**config.mk**
```make
export PLATFORM = sky130hd
export DESIGN_NAME = cpac_div
export DESIGN_NICKNAME = d
export VERILOG_FILES = /design/src/cpac_pkg.sv /design/src/cpac_div.sv
export SDC_FILE = /design/constraint.sdc
export NUM_CORES = 1
export LEC_CHECK = 0
export BUFFER_PORTS_ARGS = -buffer_cell sky130_fd_sc_hd__buf_2
export CAP_MARGIN = 20
export CORE_MARGIN = 10
export CORE_UTILIZATION = 60
export CTS_BUF_LIST = sky130_fd_sc_hd__clkbuf_16
export CTS_CLUSTER_SIZE = 28
export DETAILED_ROUTE_END_ITERATION = 8
export PLACE_DENSITY = 0.88
export SYNTH_ARGS = -nofsm -noshare
export SYNTH_HDL_FRONTEND = slang
export SYNTH_SLANG_ARGS = --single-unit
```
**constraint.sdc**
```tcl
create_clock -name clk -period 5.05 [get_ports clk]
set_input_delay 0.7575 -clock clk [delete_from_list [all_inputs] [get_ports clk]]
set_output_delay 0.7575 -clock clk [all_outputs]
set_load 0.05 [all_outputs]
```
**src/cpac_pkg.sv**
```systemverilog
// Package: types, constants and helpers for the cascaded PID attitude controller.
`timescale 1ns / 1ps
`default_nettype none
package cpac_pkg;
    localparam int DATA_W = 32;
    localparam int GAIN_W = 48;
    localparam int DT_WIDTH_DEF = 20;
    localparam int DT_IN_W = 20;
    localparam int CFG_IDX_W = 3;
    localparam int CFG_DATA_W = 48;

    localparam logic [CFG_IDX_W-1:0] REG_HOME_LAT = 3'd0;
    localparam logic [CFG_IDX_W-1:0] REG_HOME_LON = 3'd1;
    localparam logic [CFG_IDX_W-1:0] REG_POS_GAINS = 3'd2;
    localparam logic [CFG_IDX_W-1:0] REG_PITCH_GAINS = 3'd3;
    localparam logic [CFG_IDX_W-1:0] REG_ROLL_GAINS = 3'd4;
    localparam logic [CFG_IDX_W-1:0] REG_YAW_GAINS = 3'd5;
    localparam logic [CFG_IDX_W-1:0] REG_ALT_GAINS = 3'd6;

    localparam logic [2:0] LOOP_LAT = 3'd0;
    localparam logic [2:0] LOOP_LON = 3'd1;
    localparam logic [2:0] LOOP_PITCH = 3'd2;
    localparam logic [2:0] LOOP_ROLL = 3'd3;
    localparam logic [2:0] LOOP_YAW = 3'd4;
    localparam logic [2:0] LOOP_ALT = 3'd5;

    typedef enum logic [3:0] {
        ST_IDLE,
        ST_SETUP,
        ST_ERR,
        ST_INC,
        ST_INT,
        ST_DIV,
        ST_KP,
        ST_KI,
        ST_KD,
        ST_DONE,
        ST_OUT
    } state_t;

    typedef struct packed {
        logic        start;
        logic [31:0] divisor;
    } div_req_t;

    typedef struct packed {
        logic busy;
        logic done;
    } div_stat_t;

    function automatic logic signed [31:0] sat32(input logic signed [63:0] x);
        if (x > 64'sd2147483647) return 32'sh7fffffff;
        if (x < -64'sd2147483648) return 32'sh80000000;
        return x[31:0];
    endfunction
endpackage
`default_nettype wire

```
**src/cpac_div.sv**
```systemverilog
// Restoring signed divider, one quotient bit per cycle, truncates toward zero.
`timescale 1ns / 1ps
`default_nettype none
module cpac_div (
    input  wire                     clk,
    input  wire                     rst_n,
    input  wire cpac_pkg::div_req_t req,
    input  wire logic signed [32:0] dividend,
    output cpac_pkg::div_stat_t     stat,
    output logic signed [32:0]      quotient
);
    import cpac_pkg::*;
    logic [32:0] rem_reg, rem_next;
    logic [32:0] quo_reg, quo_next;
    logic [31:0] dvs_reg, dvs_next;
    logic        neg_reg, neg_next;
    logic [5:0]  cnt_reg, cnt_next;
    logic        busy_reg, busy_next;
    logic        done_reg, done_next;
    logic [33:0] trial;
    logic [32:0] shifted;

    always_comb
    begin
        rem_next = rem_reg;
        quo_next = quo_reg;
        dvs_next = dvs_reg;
        neg_next = neg_reg;
        cnt_next = cnt_reg;
        busy_next = busy_reg;
        done_next = 1'b0;
        shifted = {rem_reg[31:0], quo_reg[32]};
        trial = {1'b0, shifted} - {2'b00, dvs_reg};
        if (req.start)
        begin
            quo_next = dividend[32] ? 33'(-dividend) : dividend;
            neg_next = dividend[32];
            dvs_next = req.divisor;
            rem_next = '0;
            cnt_next = 6'd33;
            busy_next = 1'b1;
        end
        else if (busy_reg)
        begin
            if (!trial[33])
            begin
                rem_next = trial[32:0];
                quo_next = {quo_reg[31:0], 1'b1};
            end
            else
            begin
                rem_next = shifted;
                quo_next = {quo_reg[31:0], 1'b0};
            end
            cnt_next = cnt_reg - 6'd1;
            if (cnt_reg == 6'd1)
            begin
                busy_next = 1'b0;
                done_next = 1'b1;
            end
        end
    end

    always_ff @(posedge clk or negedge rst_n)
    begin
        if (!rst_n)
        begin
            busy_reg <= 1'b0;
            done_reg <= 1'b0;
            cnt_reg <= '0;
        end
        else
        begin
            busy_reg <= busy_next;
            done_reg <= done_next;
            cnt_reg <= cnt_next;
        end
    end

    always_ff @(posedge clk)
    begin
        rem_reg <= rem_next;
        quo_reg <= quo_next;
        dvs_reg <= dvs_next;
        neg_reg <= neg_next;
    end

    assign stat.busy = busy_reg;
    assign stat.done = done_reg;
    assign quotient = neg_reg ? 33'(-quo_reg) : quo_reg;
endmodule
`default_nettype wire

```
# [Word level (Yosys, flattened, before mapping)]
# Index checks and enable logic that the tools add are counted.
[word_totals] in_bits=68 register_bits=106
[op_classes] reduce_logical=1 eq_ne=1 muxes=14 addsub=4
[ops] op="$mux W33" n=4
[ops] op="$neg A33 Y33" n=2
[ops] op="$sub A33 B32 Y34" n=1
[ops] op="$mux W32" n=1
[ops] op="$mux W6" n=2
[ops] op="$mux W1" n=7
[ops] op="$eq A6 B1 Y1 const B" n=1
[ops] op="$sub A6 B1 Y6 const B" n=1
[ops] op="$reduce_bool A2 Y1" n=1

# [Depth between registers and ports, before layout]
[depth] word_depth=4 ltp_mapped=14

# [Least setup slack after synthesis]
# No wires, ideal clock.
[synth_timing] kind="register to output" start="reg quo_reg[4]" end="out quotient[29]" path_stages_with_launch=10 arrival_time_ns=2.911 slack_ns=1.381 required_ns=4.293 path_cell_list="edfxtp_1 -> nor3_2 -> nand3_1 -> or3_1 -> or4_4 -> nand2b_4 -> or3_4 -> nand2b_4 -> o41ai_4 -> xnor2_1"
[synth_via] elab_chain_len=2
[synth_rtl] item="start: declaration" line="cpac_div.sv:14" rtl="logic [32:0] quo_reg, quo_next;"
[synth_rtl] item="start signal: assignment" line="cpac_div.sv:83" rtl="quo_reg <= quo_next;"
[synth_rtl] item="$neg A33 Y33" line="cpac_div.sv:90" rtl="assign quotient = neg_reg ? 33'(-quo_reg) : quo_reg;"
[synth_rtl] item="$mux W33" line="cpac_div.sv:90"
[synth_rtl] item="end: declaration" line="cpac_div.sv:10" rtl="output logic signed [32:0] quotient"
# No other way between the ends.

# [Worst setup path after layout]
[layout_timing] start="reg quo_reg[3]" end="out quotient[29]"
# The elaborated chain is that of the path after synthesis.

==> summary.md <==
| Metric | Value |
|---|---|
| Gp weighted congestion | `0.8811` |
| Async set-or-reset flop fraction in the synthesized netlist | `0.07547` |
| Clock latency on the worst-skew pair | `0.35 ns` |
| Avg WL per Cell | `about 16 um` |
| Clock transition time at the flip-flop clock pins of the worst setup and hold paths | `0.07 ns` |
| Synthesis-to-finish area growth | `11.61%` |
| Slowest cell delay on critical path | `roughly 0.45 ns` |
| Non-filler instance count after layout | `slightly above 1,000` |
| Via count of the first global-routing pass | `~5,800` |
| Worst Path Max Fanout | `5` |
| Die height | `around 130 um` |
| Power Density | `approximately 500 mW/mm^2` |
| DRT antenna net count | `0` |
| Series of cell instances along the critical path | `nor3_2, nand3_1, or3_1, or4_4, nand2b_4, or3_4, nand2b_4, o41ai_4, xnor2_1, buf_2` |
| Type of element capturing the critical path | `output pin` |
| Commonest cells after routing, fill and taps aside | `buf_2 (101), nor2_1 (93), a21oi_1 (78)` |
| Warnings, synthesis | `0` |
| Final clock period utilization by the worst path | `0.8145` |
| Max cap viols | `0` |
| Hold Fails Final Rpt | `0` |
| Worst slew margin relative to its limit | `0.2910` |
| Post-cts sizing count | `0` |
| Netlist area before placement | `~0.0073 mm^2` |
| Largest net degree at the start of global routing | `70` |
| Flip-flop and latch count after synthesis | `approximately 110` |
| Core Rows | `40` |
| Worst Skew | `0.009647 ns` |
| Total grt overflow | `0` |
| Type of the worst setup path | `reg2out` |
| Via Count | `6,181` |
| Class of the worst hold path | `in2async` |
| Final wirelength | `16.35 mm` |
| Wire length on met1 | `7.222 mm` |
| Max-slew violation count | `0` |
| Share of layout cells above drive strength 1 | `0.1627` |
| Cell repeated most along the worst path | `nand2b_4` |
| Die area | `between 0.015 and 0.02 mm^2` |
| Wire length on met3 | `around 1.1 mm` |
| Cell chosen for the clock root | `clkbuf_16` |
| First-pass GRT wire length | `26.67 mm` |
| Worst slack on hold paths | `0.2398 ns` |
| Initial Util | `0.6127` |
| Synthesized net count | `916` |
| Router iterations before antenna repair | `5` |
| Sum of negative setup slack | `0 ns` |
| Maximum resistive drop on vdd | `approximately 400 uV` |
| Number of clock buffers inserted by TritonCTS | `9` |
| Data arrival time of the worst path | `about 3.4 ns` |
| TritonCTS clock tree | `yes` |
| Max clock buf depth | `2` |
| Setup repair after global routing missed its margin | `no` |
| Max FFs per register | `33` |
| Number of enable flip-flop cells after synthesis | `66` |
| Result of the run | `finished, final reports clean` |
| Final standard cell utilization of the core | `0.6838` |
| Commonest register cell after synthesis | `edfxtp_1` |
| Number of nets in the finished design | `~990` |
| Required time at the worst-slack endpoint | `approximately 4.3 ns` |
| Per-cell via count in the routed design | `5.949` |
| DRC viols | `0` |
| Highest metal layer with signal wires | `met4` |
| Cell leakage power | `3.532 nW` |
| Depth of the CTS H-tree | `3` |
| Buffers on Ports | `about 100` |
| Number of buffers added for setup after CTS | `0` |
| Amount of wire on met2 after detailed routing | `slightly below 8 mm` |
| Instance count after placement with tap cells included | `between 1,000 and 1,500` |
| Reg2Reg Setup Slack | `approximately 1.4 ns` |
| Hold bufs inserted after CTS | `0` |
| Most frequent standard cell in the layout excluding fill and tap cells | `buf_2` |
| Filler Cells Inserted | `956` |
| Clock sink total | `106` |
| Final Critical Period | `~4 ns` |
| CORE AREA | `between 0.01 and 0.015 mm^2` |
| Half-perimeter wire length after detailed placement | `roughly 12 mm` |
| Total routing resource utilization after global routing | `0.1909` |
| Average cell area after synthesis | `approximately 9 um^2` |
| Achievable clock frequency | `approximately 240 MHz` |
| Number of antenna violations at the first check in global routing | `0` |
| Startpoint types | `flop` |
| Post-Synthesis Cells | `roughly 800` |
| Setup violation total in the final timing report | `0` |
| Number of top-level pins | `~100` |
| Die width | `130.5 um` |
| Sequential fraction of the synthesis area | `0.3852` |
| Cell with the largest stage delay on the worst path | `edfxtp_1` |
| Drt first-iter violations | `around 500` |
| Synth cell types | `70` |
| Slew at the pin with the worst max-slew slack | `between 1 and 1.5 ns` |
critical path, delay by kind of cell (launching register included):
family	cells	cell delay [ns]
simple gates	7	1.87
buf+inv	1	0.28
compound gates	1	0.23
xor+xnor	1	0.15
flops	1	0.45
area by class of cell:
class / count / area [um^2] / share of cell area
clock buffer: 10 / 250.2 / 0.03060
antenna: 1 / 2.502 / 0.0003060
multi-input combinational: 614 / 4158 / 0.5083
sequential: 106 / 2823 / 0.3451
timing repair buffer: 107 / 550.5 / 0.06731
tap: 147 / 183.9 / 0.02249
inverter: 48 / 180.2 / 0.02203
clock inverter: 6 / 31.28 / 0.003824
cell families (layout without fill, tap and decap cells):
| family | after synthesis | count (layout) | share of synthesized area |
|---|---|---|---|
| flops | 106 | 106 | 0.3852 |
| xor+xnor | 89 | 89 | 0.1064 |
| buf+inv | 91 | 171 | 0.04900 |
| fa+ha+maj | 37 | 37 | 0.06420 |
| compound gates | 234 | 234 | 0.2126 |
| simple gates | 239 | 239 | 0.1620 |
| other cells | 0 | 1 | 0 |
| mux | 15 | 15 | 0.02066 |
Yosys cell counts, types with 3 or more instances:
library cell / instances / area share
nor2_1: 93 / 0.048
a21oi_1: 79 / 0.054
edfxtp_1: 66 / 0.27
nand2_1: 58 / 0.030
xnor2_1: 49 / 0.059
inv_1: 48 / 0.025
xor2_1: 40 / 0.048
o21ai_0: 38 / 0.026
ha_1: 36 / 0.061
dfxtp_1: 32 / 0.087
clkbuf_1: 30 / 0.015
a211oi_1: 21 / 0.022
o31ai_1: 18 / 0.018
a21o_1: 16 / 0.016
mux2i_1: 14 / 0.019
nor3_1: 14 / 0.0096
nand2b_1: 10 / 0.0085
or4_1: 9 / 0.0092
dfrtp_1: 8 / 0.027
nand3_1: 8 / 0.0055
a31oi_1: 7 / 0.0060
o21a_1: 7 / 0.0072
o41ai_1: 7 / 0.0084
or3_1: 6 / 0.0051
buf_1: 5 / 0.0026
buf_2: 5 / 0.0034
nand4_1: 5 / 0.0043
nor2b_1: 5 / 0.0043
o21bai_1: 5 / 0.0051
o21ai_1: 4 / 0.0027
a311oi_1: 3 / 0.0036
and2_1: 3 / 0.0026
buf_4: 3 / 0.0031
nand2b_4: 3 / 0.0056
nor3b_1: 3 / 0.0031
nor4_1: 3 / 0.0026
o41ai_2: 3 / 0.0067
or3_4: 3 / 0.0046
or4_4: 3 / 0.0046
path summary, 6_finish.rpt:
kind / from / end / cells after the start
max in group asynchronous: rst_n / cnt_reg[0]$_DFFE_PN0P_ / 1
setup / recovery: quo_reg[3]$_DFFE_PP_ / quotient[29] / 10
setup reg to reg: quo_reg[32]$_DFFE_PP_ / rem_reg[28]$_SDFFE_PP0P_ / 13
hold / removal: rst_n / cnt_reg[5]$_DFFE_PN0P_ / 1
hold reg to reg: rem_reg[2]$_SDFFE_PP0P_ / rem_reg[2]$_SDFFE_PP0P_ / 2
min in group clk: rem_reg[2]$_SDFFE_PP0P_ / rem_reg[2]$_SDFFE_PP0P_ / 2
report_power, final:
group          switching, W  internal [W]
logic               0.00128      0.000783
registers          0.000204       0.00115
clock network      0.000303      0.000359
total               0.00179       0.00229
metrics by stage:
stage          power (W)  cell area, um^2  setup slack, ns
2_1_floorplan   0.002958             7328            1.381
3_3_place_gp    0.003339             7895            1.370
3_5_place_dp    0.003397             7895            1.294
4_1_cts         0.004075             8177           0.9092
5_1_grt         0.004371             8177           0.7456
6_report        0.004078             8179           0.9368
metal layers:
| layer | up-vias | track usage |
|---|---|---|
| met1 | 2862 | 0.2378 |
| met3 | 25 | 0.04754 |
| li1 | 3079 | - |
| met2 | 215 | 0.3200 |
| met4 | 0 | 0.05690 |
| met5 | - | 0 |
No activity file was read; power rests on OpenSTA's default activity.
